==> config.mk <==
export PLATFORM = sky130hd
export DESIGN_NAME = packed_channel_layout_calc_flat
export DESIGN_NICKNAME = d
export VERILOG_FILES = /design/src/rtl/core/pclc_pkg.sv /design/src/rtl/core/pclc_if.sv /design/src/rtl/core/pclc_step.sv /design/src/rtl/core/pclc_seq.sv /design/src/rtl/core/packed_channel_layout_calc.sv /design/src/flat_wrapper.sv
export SDC_FILE = /design/constraint.sdc
export NUM_CORES = 1
export LEC_CHECK = 0
export BUFFER_PORTS_ARGS = -buffer_cell sky130_fd_sc_hd__buf_2
export CORE_MARGIN = 1
export CORE_UTILIZATION = 45
export CTS_BUF_LIST = sky130_fd_sc_hd__clkbuf_16
export CTS_CLUSTER_SIZE = 8
export DETAILED_ROUTE_END_ITERATION = 7
export GPL_TIMING_DRIVEN = 0
export HOLD_SLACK_MARGIN = 0.02
export PLACE_DENSITY = 0.63
export REMOVE_ABC_BUFFERS = 1
export SLEW_MARGIN = 20
export SYNTH_ARGS = -nofsm -noshare
export SYNTH_HDL_FRONTEND = slang
export SYNTH_SLANG_ARGS = --single-unit
==> constraint.sdc <==
create_clock -name clk -period 10.04 [get_ports clk]
set_input_delay 1.004 -clock clk [delete_from_list [all_inputs] [get_ports clk]]
set_output_delay 1.004 -clock clk [all_outputs]
set_load 0.01 [all_outputs]
==> src/rtl/core/pclc_pkg.sv <==
`timescale 1ns / 1ps
package pclc_pkg;

	// default geometry
	localparam int CHIP_COUNT_DEF    = 4;
	localparam int CHIP_CHANNELS_DEF = 8;
	localparam int MAX_BOARDS_DEF    = 4;

	// fixed arithmetic
	localparam int BITS_PER_BYTE  = 8;
	localparam int WORD_BYTES     = 4;
	localparam int MASK_CHANNELS  = 32;
	localparam int SAMPLE_MAX     = 16;
	localparam int COUNT_W        = 7;
	localparam int CH_W           = 7;
	// bit offset inside one chip: up to 16 channels of 16 bits
	localparam int BITOFF_W       = 9;
	// byte base inside one board: up to 8 chips of 32 bytes plus rounding
	localparam int CBASE_W        = 10;

	typedef enum logic [1:0] {
		ST_IDLE,
		ST_SCAN,
		ST_SUM
	} pclc_state_t;

	// per-channel context handed to the step unit
	typedef struct packed {
		logic                enabled;
		logic                chip_end;
		logic [4:0]          bits;
		logic [BITOFF_W-1:0] bitoff;
		logic [CBASE_W-1:0]  cbase;
		logic [CH_W-1:0]     ch;
		logic [CH_W-1:0]     board_base;
	} pclc_ctx_t;

	// step unit results
	typedef struct packed {
		logic [5:0]          start_byte;
		logic [1:0]          span_bytes;
		logic [2:0]          right_shift;
		logic [6:0]          absolute_channel;
		logic [6:0]          board_bytes;
		logic [BITOFF_W-1:0] bitoff_nxt;
		logic [CBASE_W-1:0]  cbase_nxt;
	} pclc_step_t;

endpackage

==> src/rtl/core/pclc_if.sv <==
`timescale 1ns / 1ps
interface pclc_in_if;
	logic        valid;
	logic        ready;
	logic [1:0]  board_index;
	logic [31:0] channel_mask;
	logic [4:0]  sample_bits;
	logic        first_board;

	modport source (output valid, board_index, channel_mask, sample_bits, first_board,
		input ready);
	modport sink (input valid, board_index, channel_mask, sample_bits, first_board,
		output ready);
endinterface

interface pclc_out_if;
	logic       valid;
	logic       ready;
	logic       summary_flag;
	logic [1:0] chip_sel;
	logic [4:0] board_channel;
	logic [6:0] absolute_channel;
	logic [6:0] enabled_index;
	logic [5:0] start_byte;
	logic [1:0] span_bytes;
	logic [2:0] right_shift;
	logic [6:0] board_bytes;

	modport source (output valid, summary_flag, chip_sel, board_channel,
		absolute_channel, enabled_index, start_byte, span_bytes, right_shift,
		board_bytes, input ready);
	modport sink (input valid, summary_flag, chip_sel, board_channel,
		absolute_channel, enabled_index, start_byte, span_bytes, right_shift,
		board_bytes, output ready);
endinterface

==> src/rtl/core/pclc_step.sv <==
`timescale 1ns / 1ps
module pclc_step
	import pclc_pkg::*;
(
	input  pclc_ctx_t  ctx,
	output pclc_step_t res
);

	logic [2:0]          start_bit;
	logic [4:0]          end_bit;
	logic [BITOFF_W-1:0] bitoff_add;
	logic [BITOFF_W-1:0] chip_bytes;

	// placement of the current sample
	always_comb begin
		start_bit = ctx.bitoff[2:0];
		end_bit = {2'b00, start_bit} + ctx.bits;
		res.span_bytes = 2'((end_bit + 5'd7) >> 3);
		res.right_shift = 3'd0 - end_bit[2:0];
		res.start_byte = 6'(ctx.cbase + CBASE_W'(ctx.bitoff >> 3));
		res.absolute_channel = 7'(ctx.board_base + ctx.ch);
	end

	// bit and byte accumulation, chip rounded to whole bytes
	always_comb begin
		bitoff_add = ctx.bitoff + (ctx.enabled ? BITOFF_W'(ctx.bits) : '0);
		chip_bytes = (bitoff_add + BITOFF_W'(7)) >> 3;
		if (ctx.chip_end) begin
			res.bitoff_nxt = '0;
			res.cbase_nxt = ctx.cbase + CBASE_W'(chip_bytes);
		end else begin
			res.bitoff_nxt = bitoff_add;
			res.cbase_nxt = ctx.cbase;
		end
	end

	// board total rounded up to whole words
	always_comb begin
		res.board_bytes = 7'((ctx.cbase + CBASE_W'(WORD_BYTES - 1))
			& ~CBASE_W'(WORD_BYTES - 1));
	end

endmodule

==> src/rtl/core/pclc_seq.sv <==
`timescale 1ns / 1ps
module pclc_seq
	import pclc_pkg::*;
#(
	parameter int CHIP_COUNT    = CHIP_COUNT_DEF,
	parameter int CHIP_CHANNELS = CHIP_CHANNELS_DEF,
	parameter int MAX_BOARDS    = MAX_BOARDS_DEF
) (
	input  logic        clk,
	input  logic        arst_n,
	pclc_in_if.sink     items,
	pclc_out_if.source  results,
	output pclc_ctx_t   ctx,
	input  pclc_step_t  step
);

	localparam int CHIP_W       = (CHIP_COUNT > 1) ? $clog2(CHIP_COUNT) : 1;
	localparam int K_W          = (CHIP_CHANNELS > 1) ? $clog2(CHIP_CHANNELS) : 1;
	localparam int CH_PER_BOARD = CHIP_COUNT * CHIP_CHANNELS;

	pclc_state_t state_q, state_nxt;

	logic [31:0]         mask_q;
	logic [4:0]          bits_q;
	logic [CH_W-1:0]     board_base_q;
	logic [COUNT_W-1:0]  count_q;
	logic [CHIP_W-1:0]   chip_q;
	logic [K_W-1:0]      k_q;
	logic [CH_W-1:0]     ch_q;
	logic [BITOFF_W-1:0] bitoff_q;
	logic [CBASE_W-1:0]  cbase_q;

	logic       out_valid_q;
	logic       out_free;
	logic       accept;
	logic       scan_en;
	logic       sum_en;
	logic       chip_end;
	logic       last_ch;
	logic       ch_enabled;
	logic [4:0] bits_c;
	logic [1:0] board_c;

	// output register frees up when empty or being taken
	assign out_free = !out_valid_q || results.ready;
	assign accept = items.valid && items.ready;

	// scan position
	assign chip_end = (k_q == K_W'(CHIP_CHANNELS - 1));
	assign last_ch = chip_end && (chip_q == CHIP_W'(CHIP_COUNT - 1));
	assign ch_enabled = (ch_q < CH_W'(MASK_CHANNELS)) && mask_q[ch_q[4:0]];

	// clamp of incoming resolution and board index
	always_comb begin
		bits_c = items.sample_bits;
		if (items.sample_bits == 5'd0) begin
			bits_c = 5'd1;
		end else if (items.sample_bits > 5'(SAMPLE_MAX)) begin
			bits_c = 5'(SAMPLE_MAX);
		end
		board_c = items.board_index;
		if ({3'b000, items.board_index} >= 5'(MAX_BOARDS)) begin
			board_c = 2'(MAX_BOARDS - 1);
		end
	end

	// context for the step unit
	always_comb begin
		ctx.enabled = ch_enabled;
		ctx.chip_end = chip_end;
		ctx.bits = bits_q;
		ctx.bitoff = bitoff_q;
		ctx.cbase = cbase_q;
		ctx.ch = ch_q;
		ctx.board_base = board_base_q;
	end

	// next state
	always_comb begin
		state_nxt = state_q;
		case (state_q)
			ST_IDLE: begin
				if (items.valid) state_nxt = ST_SCAN;
			end
			ST_SCAN: begin
				if (out_free && last_ch) state_nxt = ST_SUM;
			end
			ST_SUM: begin
				if (out_free) state_nxt = ST_IDLE;
			end
			default: state_nxt = ST_IDLE;
		endcase
	end

	// state outputs
	always_comb begin
		items.ready = 1'b0;
		scan_en = 1'b0;
		sum_en = 1'b0;
		case (state_q)
			ST_IDLE: items.ready = 1'b1;
			ST_SCAN: scan_en = out_free;
			ST_SUM:  sum_en = out_free;
			default: items.ready = 1'b0;
		endcase
	end

	// control registers
	always_ff @(posedge clk or negedge arst_n) begin
		if (!arst_n) begin
			state_q <= ST_IDLE;
			count_q <= '0;
			out_valid_q <= 1'b0;
		end else begin
			state_q <= state_nxt;
			if (accept && items.first_board) begin
				count_q <= '0;
			end else if (scan_en && ch_enabled && count_q != '1) begin
				count_q <= count_q + 1'b1;
			end
			if ((scan_en && ch_enabled) || sum_en) begin
				out_valid_q <= 1'b1;
			end else if (results.ready) begin
				out_valid_q <= 1'b0;
			end
		end
	end

	// item latch and scan counters
	always_ff @(posedge clk) begin
		if (accept) begin
			mask_q <= items.channel_mask;
			bits_q <= bits_c;
			board_base_q <= CH_W'(32'(board_c) * CH_PER_BOARD);
			chip_q <= '0;
			k_q <= '0;
			ch_q <= '0;
			bitoff_q <= '0;
			cbase_q <= '0;
		end else if (scan_en) begin
			k_q <= chip_end ? '0 : k_q + 1'b1;
			chip_q <= chip_end ? chip_q + 1'b1 : chip_q;
			ch_q <= ch_q + 1'b1;
			bitoff_q <= step.bitoff_nxt;
			cbase_q <= step.cbase_nxt;
		end
	end

	// result register
	always_ff @(posedge clk) begin
		if (scan_en && ch_enabled) begin
			results.summary_flag <= 1'b0;
			results.chip_sel <= 2'(chip_q);
			results.board_channel <= ch_q[4:0];
			results.absolute_channel <= step.absolute_channel;
			results.enabled_index <= count_q;
			results.start_byte <= step.start_byte;
			results.span_bytes <= step.span_bytes;
			results.right_shift <= step.right_shift;
			results.board_bytes <= '0;
		end else if (sum_en) begin
			results.summary_flag <= 1'b1;
			results.chip_sel <= '0;
			results.board_channel <= '0;
			results.absolute_channel <= '0;
			results.enabled_index <= '0;
			results.start_byte <= '0;
			results.span_bytes <= '0;
			results.right_shift <= '0;
			results.board_bytes <= step.board_bytes;
		end
	end

	assign results.valid = out_valid_q;

endmodule

==> src/rtl/core/packed_channel_layout_calc.sv <==
`timescale 1ns / 1ps
// operation: after an item is accepted in idle, every board channel (CHIP_COUNT * CHIP_CHANNELS,
//   32 by default) is scanned, then the board summary is registered
// the single step unit handles one channel per cycle while the output is free; a new item
//   is accepted only back in idle, after the last one's summary is registered
// reset: arst_n clears the sequencer, the running enabled index and the result valid
module packed_channel_layout_calc
	import pclc_pkg::*;
#(
	parameter int CHIP_COUNT    = CHIP_COUNT_DEF,
	parameter int CHIP_CHANNELS = CHIP_CHANNELS_DEF,
	parameter int MAX_BOARDS    = MAX_BOARDS_DEF
) (
	input  logic        clk,
	input  logic        arst_n,
	pclc_in_if.sink     items,
	pclc_out_if.source  results
);

	pclc_ctx_t  ctx;
	pclc_step_t step;

	// sequencer with channel scan and result register
	pclc_seq #(
		.CHIP_COUNT    (CHIP_COUNT),
		.CHIP_CHANNELS (CHIP_CHANNELS),
		.MAX_BOARDS    (MAX_BOARDS)
	) u_seq (
		.clk     (clk),
		.arst_n  (arst_n),
		.items   (items),
		.results (results),
		.ctx     (ctx),
		.step    (step)
	);

	// shared placement arithmetic
	pclc_step u_step (
		.ctx (ctx),
		.res (step)
	);

endmodule

==> src/flat_wrapper.sv <==
// flat-port wrapper written by rule: the top's interface ports become plain ports
module packed_channel_layout_calc_flat import pclc_pkg::*;
#(
	parameter int CHIP_COUNT    = CHIP_COUNT_DEF,
	parameter int CHIP_CHANNELS = CHIP_CHANNELS_DEF,
	parameter int MAX_BOARDS    = MAX_BOARDS_DEF
)
  (clk, arst_n, items_valid, items_board_index, items_channel_mask, items_sample_bits, items_first_board, items_ready, results_valid, results_summary_flag, results_chip_sel, results_board_channel, results_absolute_channel, results_enabled_index, results_start_byte, results_span_bytes, results_right_shift, results_board_bytes, results_ready);
  pclc_in_if items_i ();
  pclc_out_if results_i ();
  input  logic clk;
  input  logic arst_n;
  input wire logic [$bits(items_i.valid)-1:0] items_valid;
  input wire logic [$bits(items_i.board_index)-1:0] items_board_index;
  input wire logic [$bits(items_i.channel_mask)-1:0] items_channel_mask;
  input wire logic [$bits(items_i.sample_bits)-1:0] items_sample_bits;
  input wire logic [$bits(items_i.first_board)-1:0] items_first_board;
  output wire logic [$bits(items_i.ready)-1:0] items_ready;
  output wire logic [$bits(results_i.valid)-1:0] results_valid;
  output wire logic [$bits(results_i.summary_flag)-1:0] results_summary_flag;
  output wire logic [$bits(results_i.chip_sel)-1:0] results_chip_sel;
  output wire logic [$bits(results_i.board_channel)-1:0] results_board_channel;
  output wire logic [$bits(results_i.absolute_channel)-1:0] results_absolute_channel;
  output wire logic [$bits(results_i.enabled_index)-1:0] results_enabled_index;
  output wire logic [$bits(results_i.start_byte)-1:0] results_start_byte;
  output wire logic [$bits(results_i.span_bytes)-1:0] results_span_bytes;
  output wire logic [$bits(results_i.right_shift)-1:0] results_right_shift;
  output wire logic [$bits(results_i.board_bytes)-1:0] results_board_bytes;
  input wire logic [$bits(results_i.ready)-1:0] results_ready;
  assign items_i.valid = items_valid;
  assign items_i.board_index = items_board_index;
  assign items_i.channel_mask = items_channel_mask;
  assign items_i.sample_bits = items_sample_bits;
  assign items_i.first_board = items_first_board;
  assign items_ready = items_i.ready;
  assign results_valid = results_i.valid;
  assign results_summary_flag = results_i.summary_flag;
  assign results_chip_sel = results_i.chip_sel;
  assign results_board_channel = results_i.board_channel;
  assign results_absolute_channel = results_i.absolute_channel;
  assign results_enabled_index = results_i.enabled_index;
  assign results_start_byte = results_i.start_byte;
  assign results_span_bytes = results_i.span_bytes;
  assign results_right_shift = results_i.right_shift;
  assign results_board_bytes = results_i.board_bytes;
  assign results_i.ready = results_ready;
  packed_channel_layout_calc #(.CHIP_COUNT(CHIP_COUNT), .CHIP_CHANNELS(CHIP_CHANNELS), .MAX_BOARDS(MAX_BOARDS)) u_core (.clk(clk), .arst_n(arst_n), .items(items_i), .results(results_i));
endmodule
==> results of run 1 <==
==> path summary, 6_finish.rpt <==
path,end,slack [ps],cells past startpoint
max,u_core.u_seq.cbase_q[6],4640,19
min,u_core.u_seq.k_q[1],460,2
max reg2reg,u_core.u_seq.cbase_q[6],4640,19
min reg2reg,u_core.u_seq.k_q[1],460,2
max in group asynchronous,u_core.u_seq.count_q[6],9340,1
min in group asynchronous,u_core.u_seq.count_q[2],500,1
==> power groups by stage <==
stage          Combinational (mW)  Sequential, mW  Clock [mW]
3_3_place_gp                 1.16           0.813           0
2_1_floorplan               0.883           0.819           0
5_1_grt                      1.36           0.825       0.343
3_5_place_dp                 1.19           0.814           0
6_report                     1.18           0.803       0.318
4_1_cts                      1.20           0.805       0.325
==> cells in the final DEF, fill, tap and decap left out, types with 2 or more instances in the layout <==
master     Yosys  routed
a211oi_1       5       5
a211oi_2       4       4
a21o_1         7       7
a21oi_1       27      27
a22o_1         3       3
a22oi_1        3       3
a2bb2oi_1      3       3
a31oi_1        2       2
and2_1        10      10
and3_1        16      16
buf_2          2      83
clkbuf_16      0       9
clkinv_1       0       2
conb_1         1       2
dfrtp_1       10      10
dfxtp_1       34      34
edfxtp_1      66      66
fa_1           4       4
ha_1          28      28
inv_1         18      20
mux2i_1       15      15
mux4_2         4       4
nand2_1       35      34
nand2b_1       8       8
nand3_1       17      17
nand3b_1       4       4
nand4_1        3       3
nor2_1        46      46
nor2b_1        7       6
nor3_1         7       7
nor3b_1        4       4
o21a_1         4       4
o21ai_0        8       8
o21bai_1       4       4
or3_1          3       3
xnor2_1       24      24
xor2_1        14      14
==> per-stage QoR <==
step | instances | hold WS [ps] | area [um^2]
global placement | 687 | 442 | 5930
finish | 704 | 464 | 6230
global route | 704 | 485 | 6230
floorplan | 461 | 436 | 5340
detailed placement | 688 | 455 | 5970
CTS | 704 | 466 | 6230
==> cells by family (layout without fill, tap and decap cells) <==
| group | Yosys count | in the layout |
|---|---|---|
| AND/OR/NAND/NOR | 164 | 164 |
| buffers and inverters | 47 | 118 |
| adder cells (fa/ha/maj) | 32 | 32 |
| XOR/XNOR | 38 | 38 |
| other | 1 | 2 |
| flip-flops | 110 | 110 |
| AO/OA/AOI/OAI | 77 | 77 |
| multiplexers | 20 | 20 |
==> layout make-up <==
cell class,instances,share of cell area
well taps,143,0.0287
clock buffers,9,0.0361
multi-input cells,333,0.380
repair buffers,84,0.0711
clock inverters,7,0.00562
inverters,18,0.0112
flip-flops and latches,110,0.467
==> registers in the layout (all words and copies together) (netlist names), 2 cells and up <==
signal                                 flops
u_core.u_seq.results.chip_sel              2
u_core.u_seq.results.absolute_channel      7
u_core.u_seq.ch_q                          7
u_core.u_seq.results.span_bytes            2
u_core.u_seq.bitoff_q                      9
u_core.u_seq.count_q                       7
u_core.u_seq.results.enabled_index         7
u_core.u_seq.bits_q                        5
u_core.u_seq.results.right_shift           3
u_core.u_seq.chip_q                        2
u_core.u_seq.k_q                           3
u_core.u_seq.results.board_bytes           5
u_core.u_seq.state_q                       2
u_core.u_seq.mask_q                       32
u_core.u_seq.results.start_byte            6
u_core.u_seq.cbase_q                       7
u_core.u_seq.board_base_q                  2
==> layer usage <==
layer / up-vias / part of all wire
met5: - / 0
met2: 70 / 0.49
met4: 0 / 0.023
met3: 15 / 0.031
li1: 1870 / -
met1: 1766 / 0.45
==> worst max-delay path, cell delays in order (launching register included) <==
cell and delay [ps]:
dfxtp_1 880, mux2i_1 170, mux4_2 500, a2bb2oi_1 160, and4_4 430, and2_1 180, ha_1 200, inv_1 70
fa_1 420, xnor2_1 220, nor3b_1 110, nor3_1 380, xor2_1 200, fa_1 490, a21o_1 200, a21oi_1 220
o21bai_1 90, a21oi_1 200, o211ai_1 110, o31ai_1 80
==> impl_results.md, run 1 <==
* Status: finished clean
* Area grow syn2layout at 13.4%
* Clk pwr share at 0.138
* Initial DRT Pass Iterations at 4
* # DRC at 0
* Number of buffers created by CTS at 9
* Grt ovf at 0
* Htree depth at 3
* DRT iter0 DRCs at 185
* Largest family of logic cells by synthesized area: simple AND/OR/NAND/NOR gates
* Max-Cap Viols at 0
* Via count at 3,721
* Synth Flop Type: edfxtp_1
* Synth area leaders: edfxtp_1 36%, dfxtp_1 12%, ha_1 6.4%, dfrtp_1 4.6%, xnor2_1 3.8%
* Seq/Total Area, Yosys at 0.530
* Reg clk slew, reported paths at 70 ps
* Sequential cell area at 0.00291 mm^2
* Cell area after synthesis at 0.00549 mm^2
* Critical R2R Launch: u_core.u_seq.ch_q[1]
* Die Span Y at 112 um
* Max-slew violation count at 0
* Proportion of layout cells with a drive suffix above 1 at 0.193
* Synth Area per Inst at 11.2 um^2
* PD cells at 370 mW/mm^2
* IO Port Bufs at 83
* Initial antenna violation count at 0
* Routability cong. at 0.795
* Largest net degree at the start of global routing at 63
* Post-Route Utilization at 0.534
* Antenna Violating Nets Remaining at 0
* Clk buf depth at 2
* Hpwl dp at 7360 um
* Global-route wire length before repair at 17,100 um
* Post-CTS Repair Setup Buffers at 0
* Unrepaired setup endpoints after global routing: false
* Site Rows at 39
* Post-synthesis compound-gate area fraction at 0.0947
* Total routed wirelength at 10,200 um
* Critical Path End Type: register
* Crit path max fanout at 29
* Leading post-synthesis cells by instance count: 66 x edfxtp_1, 46 x nor2_1, 35 x nand2_1, 34 x dfxtp_1, 28 x ha_1
* Initial Utilization at 0.471
* Die width at 112 um
* Worst endpoint data arrival time at 5670 ps
* Met1 Usage GRT at 0.213
* Grt met2 use at 0.301
* Sw frac at 0.410
* Internal power at 1.36 mW
* Avg WL per Cell at 14.5 um
* Post-synth ARST share at 0.0909
* Tmin final at 5400 ps
* CORE AREA at 0.0117 mm^2
* Synth cell types at 51
* Worst-Skew Late Latency at 350 ps
* CP startpoint: u_core.u_seq.ch_q[1]
* # setup viols final at 0
* Simple-Gate Fraction of Synth Area at 0.148
* Hold Fails Final Rpt at 0
* Setup TNS at 0 ps
* CP required at 10,310 ps
* Clk_skew at 7.27 ps
* Nets at 632
* Filler instances at 1,029
* Achievable frequency at 185 MHz
* Synth area leader: edfxtp_1
* Post-cts sizing count at 0
* Syn Inst Count at 489
* Synth Register Bits at 110
* Worst-margin pin slew at 861 ps
* CTS sink count at 110
* I/O pin cnt at 86
* Post-synthesis adder-cell area fraction at 0.0783
* Total die area at 0.0127 mm^2
* CTS tree: built
* Clock Tree Root: clkbuf_16
* Slew margin rel. at 0.425
* Reg power frac at 0.348
* Hold Crit Class: reg -> reg
* P_leak at 2.65 nW
* Startpoint types: register
* Final Cycle Share at 0.538
* GRT Util Overall at 0.175
* CTS Hold Bufs at 0
* Post-Synth XOR/XNOR Area at 0.0606
* Most common cell in the netlist: edfxtp_1
* Final setup margin at 4640 ps
* Total Power at 2.31 mW
* Psw at 0.946 mW
* Vias/cell at 5.29
* Area occupied by multi-input gates at 0.00237 mm^2
* Hold_sp: u_core.u_seq.k_q[1]
* Setup Slack @ Placement at 4630 ps
* Post-synth EDFFs at 66
* Vias in the first global route at 3,621
* Met3 usage at 0.0324
* VDD IR max at 0.144 mV
* Grt peak-use layer: met2
* Kind of critical path: reg -> reg
* ANT cells at 0
* Combinational fraction of design power at 0.513
* Mux cell area share after synthesis at 0.0458
* Synth top area share at 0.361
* Synthesis Warnings at 0
No activity file was read; power rests on OpenSTA's default activity.
==> inputs of run 2 (changes only) <==
==> constraint.sdc (replaced) <==
create_clock -name clk -period 5.65 [get_ports clk]
set_input_delay 0.565 -clock clk [delete_from_list [all_inputs] [get_ports clk]]
set_output_delay 0.565 -clock clk [all_outputs]
set_load 0.01 [all_outputs]
==> run 2 against run 1 <==
Non-clock buffer count stayed put. Wire length hardly changed. Combinational power is 78% higher. Sequential power is 78% higher. Global-route usage stayed put. Sequential cell count stayed put. Worst setup slack worse by 4100 ps. Sequential share of layout area hardly changed. Clock power is 78% higher. Worst hold slack worse by 400 ps. Critical endpoint unchanged. Largest power group unchanged. Highest routed layer unchanged.
==> impl_results.md, run 2 (synthesized netlist as in run 1, its figures left out) <==
* Status: finished clean
* Clk_skew at 7.27 ps
* Proportion of layout cells with a drive suffix above 1 at 0.194
* Final setup margin at 518 ps
* Post-cts sizing count at 0
* Most frequent cells in the layout: 83 x buf_2, 66 x edfxtp_1, 46 x nor2_1
* Htree depth at 3
* DRT iter0 DRCs at 185
* Worst-Skew Late Latency at 350 ps
* Total die area at 0.0127 mm^2
* Routability cong. at 0.795
* CP required at 5920 ps
* Commonest non-fill, non-tap cell in the layout: buf_2
* Critical Path End Type: register
* CORE AREA at 0.0117 mm^2
* Tmin final at 5130 ps
* Hold Crit Class: in -> async
* Total routed wirelength at 10,200 um
* Worst-margin pin slew at 783 ps
* CTS Hold Bufs at 0
* Vias/cell at 5.29
* Top reg by flops: u_core.u_seq.mask_q
* GRT Util Overall at 0.175
* CTS tree: built
* Placed instance area at 0.00597 mm^2
* Max-slew violation count at 0
* Clock Tree Root: clkbuf_16
* Dpl cells at 688
* Number of buffers created by CTS at 9
* Initial antenna violation count at 0
* Filler instances at 1,031
* # DRC at 0
* Kind of critical path: reg -> reg
* Top flop regs: u_core.u_seq.mask_q x32, u_core.u_seq.bitoff_q x9
* Final Cycle Share at 0.908
* P_leak at 2.65 nW
* Worst endpoint data arrival time at 5400 ps
* IO Port Bufs at 83
* Setup Slack @ Placement at 243 ps
* Slew margin rel. at 0.477
* Grt ovf at 0
* # setup viols final at 0
* Antenna Violating Nets Remaining at 0
* Non-Filler Instances at 704
* Avg WL per Cell at 14.5 um
* Via count at 3,721
* Achievable frequency at 195 MHz
* Hpwl dp at 7360 um
* Hold Fails Final Rpt at 0
* ANT cells at 0
* Die Span Y at 112 um
* PD cells at 657 mW/mm^2
* Startpoint types: register
* Initial DRT Pass Iterations at 4
* Post-CTS Repair Setup Buffers at 0
* CTS sink count at 110
* Max-Cap Viols at 0
* VDD IR max at 0.257 mV
* Area grow syn2layout at 13.5%
* Largest net degree at the start of global routing at 63
* Site Rows at 39
* I/O pin cnt at 86
* Global-route wire length before repair at 17,100 um
* Nets at 632
* Setup TNS at 0 ps
* Unrepaired setup endpoints after global routing: false
* Reg clk slew, reported paths at 70 ps
* Crit path max fanout at 29
* Post-route cell area at 0.00623 mm^2
* Die width at 112 um
* Vias in the first global route at 3,621
* Total Power at 4.10 mW
* Max reg flops at 32
* Initial Utilization at 0.471
* Clk buf depth at 2
-- run 2: routing by layer --
metal / part of all wire / track usage / wire length [um] / vias to the layer above
met1: 0.45 / 0.213 / 4600 / 1766
met3: 0.031 / 0.0324 / 319 / 15
met4: 0.023 / 0.0827 / 236 / 0
met5: 0 / 0 / 0 / -
met2: 0.49 / 0.301 / 5020 / 70
li1: - / - / - / 1870
-- run 2: final cells by class --
| cell class | count | area [um^2] | share of cell area |
|---|---|---|---|
| timing repair buffer | 84 | 443 | 0.0711 |
| tap | 143 | 179 | 0.0287 |
| clock buffer | 9 | 225 | 0.0361 |
| inverter | 18 | 70.1 | 0.0112 |
| multi-input combinational | 333 | 2370 | 0.380 |
| clock inverter | 7 | 35.0 | 0.00562 |
| sequential | 110 | 2910 | 0.467 |
-- run 2: power breakdown --
| part | total (mW) | switching, mW | internal (mW) |
|---|---|---|---|
| logic | 2.10 | 1.17 | 0.930 |
| clock network | 0.566 | 0.274 | 0.292 |
| registers | 1.43 | 0.235 | 1.19 |
-- run 2: path summary, 6_finish.rpt --
path / slack (ps) / start / depth (start not counted) / to
min in group clk: 380 / items_channel_mask[6] / 1 / u_core.u_seq.mask_q[6]
hold reg to reg: 460 / u_core.u_seq.k_q[1] / 2 / u_core.u_seq.k_q[1]
hold / removal: 60 / arst_n / 1 / u_core.u_seq.count_q[2]
setup reg to reg: 520 / u_core.u_seq.ch_q[2] / 18 / u_core.u_seq.cbase_q[6]
setup / recovery: 520 / u_core.u_seq.ch_q[2] / 18 / u_core.u_seq.cbase_q[6]
max in group asynchronous: 5390 / arst_n / 1 / u_core.u_seq.count_q[6]
-- run 2: per-stage QoR --
step | utilization | hold slack, ps
2_1_floorplan | - | 269
3_3_place_gp | 0.509 | 441
3_5_place_dp | 0.512 | 442
4_1_cts | 0.534 | 66.7
5_1_grt | 0.534 | 76.7
6_report | 0.534 | 60.6
-- run 2: worst max-delay path: stages, from the launching register on --
cell,delay [ps]
dfxtp_1,710
mux4_2,580
a2bb2oi_1,160
and4_4,430
and2_1,180
ha_1,200
inv_1,70
fa_1,420
xnor2_1,220
nor3b_1,110
nor3_1,380
xor2_1,200
fa_1,490
a21o_1,200
a21oi_1,220
o21bai_1,90
a21oi_1,200
o211ai_1,110
o31ai_1,80
==> inputs of run 3 (changes only) <==
==> constraint.sdc (replaced) <==
create_clock -name clk -period 5.45 [get_ports clk]
set_input_delay 0.545 -clock clk [delete_from_list [all_inputs] [get_ports clk]]
set_output_delay 0.545 -clock clk [all_outputs]
set_load 0.01 [all_outputs]
==> run 3 against run 2 <==
Utilization hardly changed. Wire length is 0.25% higher. Largest cell class unchanged. Clock power is 3.7% higher. Power is 3.8% higher. Largest power group unchanged. Sequential power is 3% higher.
==> impl_results.md, run 3 (synthesized netlist as in run 1, its figures left out) <==
* Status: finished clean
* Post-CTS Repair Setup Buffers at 0
* Via count at 3,720
* Initial Utilization at 0.471
* IO Port Bufs at 83
* Unrepaired setup endpoints after global routing: false
* Achievable frequency at 202 MHz
* DRT iter0 DRCs at 204
* Post-Route Utilization at 0.535
* GRT Util Overall at 0.175
* Slowest cell on the critical path: dfxtp_4
* Worst endpoint data arrival time at 5230 ps
* Grt ovf at 0
* Initial DRT Pass Iterations at 4
* PD cells at 681 mW/mm^2
* Routability cong. at 0.795
* Slowest stage delay, CP at 510 ps
* Total routed wirelength at 10,200 um
* Vias in the first global route at 3,621
* Max-Cap Viols at 0
* CTS tree: built
* Most frequent cells in the layout: 83 x buf_2, 66 x edfxtp_1, 46 x nor2_1
* CP required at 5720 ps
* Hold Crit Class: in -> async
* Area grow syn2layout at 13.6%
* Fin Hold WS at 42.2 ps
* Worst-margin pin slew at 785 ps
* Antenna Violating Nets Remaining at 0
* Die Span Y at 112 um
* Htree depth at 3
* Top flop regs: u_core.u_seq.mask_q x32, u_core.u_seq.bitoff_q x9
* Clk_skew at 7.52 ps
* # setup viols final at 0
* Tmin final at 4960 ps
* ANT cells at 0
* Site Rows at 39
* P_leak at 2.65 nW
* Clk buf depth at 2
* Total Power at 4.25 mW
* Total die area at 0.0127 mm^2
* Top reg by flops: u_core.u_seq.mask_q
* Worst Path Buf+Inv at 1
* Proportion of layout cells with a drive suffix above 1 at 0.198
* Slew margin rel. at 0.476
* Commonest non-fill, non-tap cell in the layout: buf_2
* Initial antenna violation count at 0
* Global-route wire length before repair at 17,100 um
* Hpwl dp at 7360 um
* Critical Path End Type: register
* CTS sink count at 110
* Avg WL per Cell at 14.5 um
* Largest delay share family, worst path: simple AND/OR/NAND/NOR gates
* # DRC at 0
* Nets at 632
* CORE AREA at 0.0117 mm^2
* Max-slew violation count at 0
* Max reg flops at 32
* Crit path max fanout at 29
* Startpoint types: register
* Die width at 112 um
* Reg clk slew, reported paths at 70 ps
* CTS Hold Bufs at 0
* Worst-Skew Late Latency at 350 ps
* Hold Fails Final Rpt at 0
* Setup TNS at 0 ps
* Final Cycle Share at 0.910
* Vias/cell at 5.28
* I/O pin cnt at 86
* Clock Tree Root: clkbuf_16
* Crit path cell chain: mux2i_1, mux4_2, a2bb2oi_1, and4_4, and2_1, ha_1, inv_1, fa_1, xnor2_1, nor3b_1, nor3_1, nand3_1, xnor2_1, ha_1, a21o_1, a21oi_1, o21bai_1, a21oi_1, o211ai_1, o31ai_1
* Largest net degree at the start of global routing at 63
* Number of buffers created by CTS at 9
* VDD IR max at 0.267 mV
* Kind of critical path: reg -> reg
run 3: changes by cell type in the layout (fill, tap and decap cells not counted):
cell	before	now
dfxtp_1	33	31
dfxtp_2	1	2
dfxtp_4	0	1
run 3: through the flow:
stage	std cells	instance area [um^2]	setup slack (ps)
floorplan	461	5340	627
global placement	687	5930	42.7
detailed placement	688	5970	43.4
CTS	704	6230	1.54
global route	704	6240	24.1
finish	704	6240	489
run 3: repair_timing:
item | in CTS | in global routing
setup endpoints to repair | 0 | 4
hold endpoints to repair | 0 | 0
resized for setup | 0 | 4
run 3: final timing paths:
| path | from | to | slack (ps) | cells after the start |
|---|---|---|---|---|
| min in group clk | items_channel_mask[6] | u_core.u_seq.mask_q[6] | 360 | 1 |
| worst min-delay path | arst_n | u_core.u_seq.count_q[2] | 40 | 1 |
| worst min register to register | u_core.u_seq.k_q[1] | u_core.u_seq.k_q[1] | 460 | 2 |
| worst max register to register | u_core.u_seq.ch_q[1] | u_core.u_seq.cbase_q[6] | 490 | 20 |
| max in group asynchronous | arst_n | u_core.u_seq.count_q[6] | 5210 | 1 |
| worst max-delay path | u_core.u_seq.ch_q[1] | u_core.u_seq.cbase_q[6] | 490 | 20 |
run 3: layout make-up:
| cell class | count | area (um^2) |
|---|---|---|
| inverter | 18 | 70.1 |
| multi-input combinational | 333 | 2370 |
| fill | 1033 | 5420 |
| tap | 143 | 179 |
| sequential | 110 | 2920 |
| clock buffer | 9 | 225 |
| clock inverter | 7 | 35.0 |
| timing repair buffer | 84 | 443 |
run 3: power breakdown:
part,switching (mW),total [mW],internal (mW)
logic,1.22,2.18,0.964
clock network,0.284,0.587,0.303
registers,0.243,1.48,1.24
total,1.74,4.25,2.51
run 3: layer usage:
metal,routed length [um],part of all wire,vias up,global-route usage
met5,0,0,-,0
met1,4540,0.45,1761,0.213
li1,-,-,1870,-
met3,417,0.041,16,0.0324
met4,235,0.023,0,0.0827
met2,5010,0.49,73,0.301
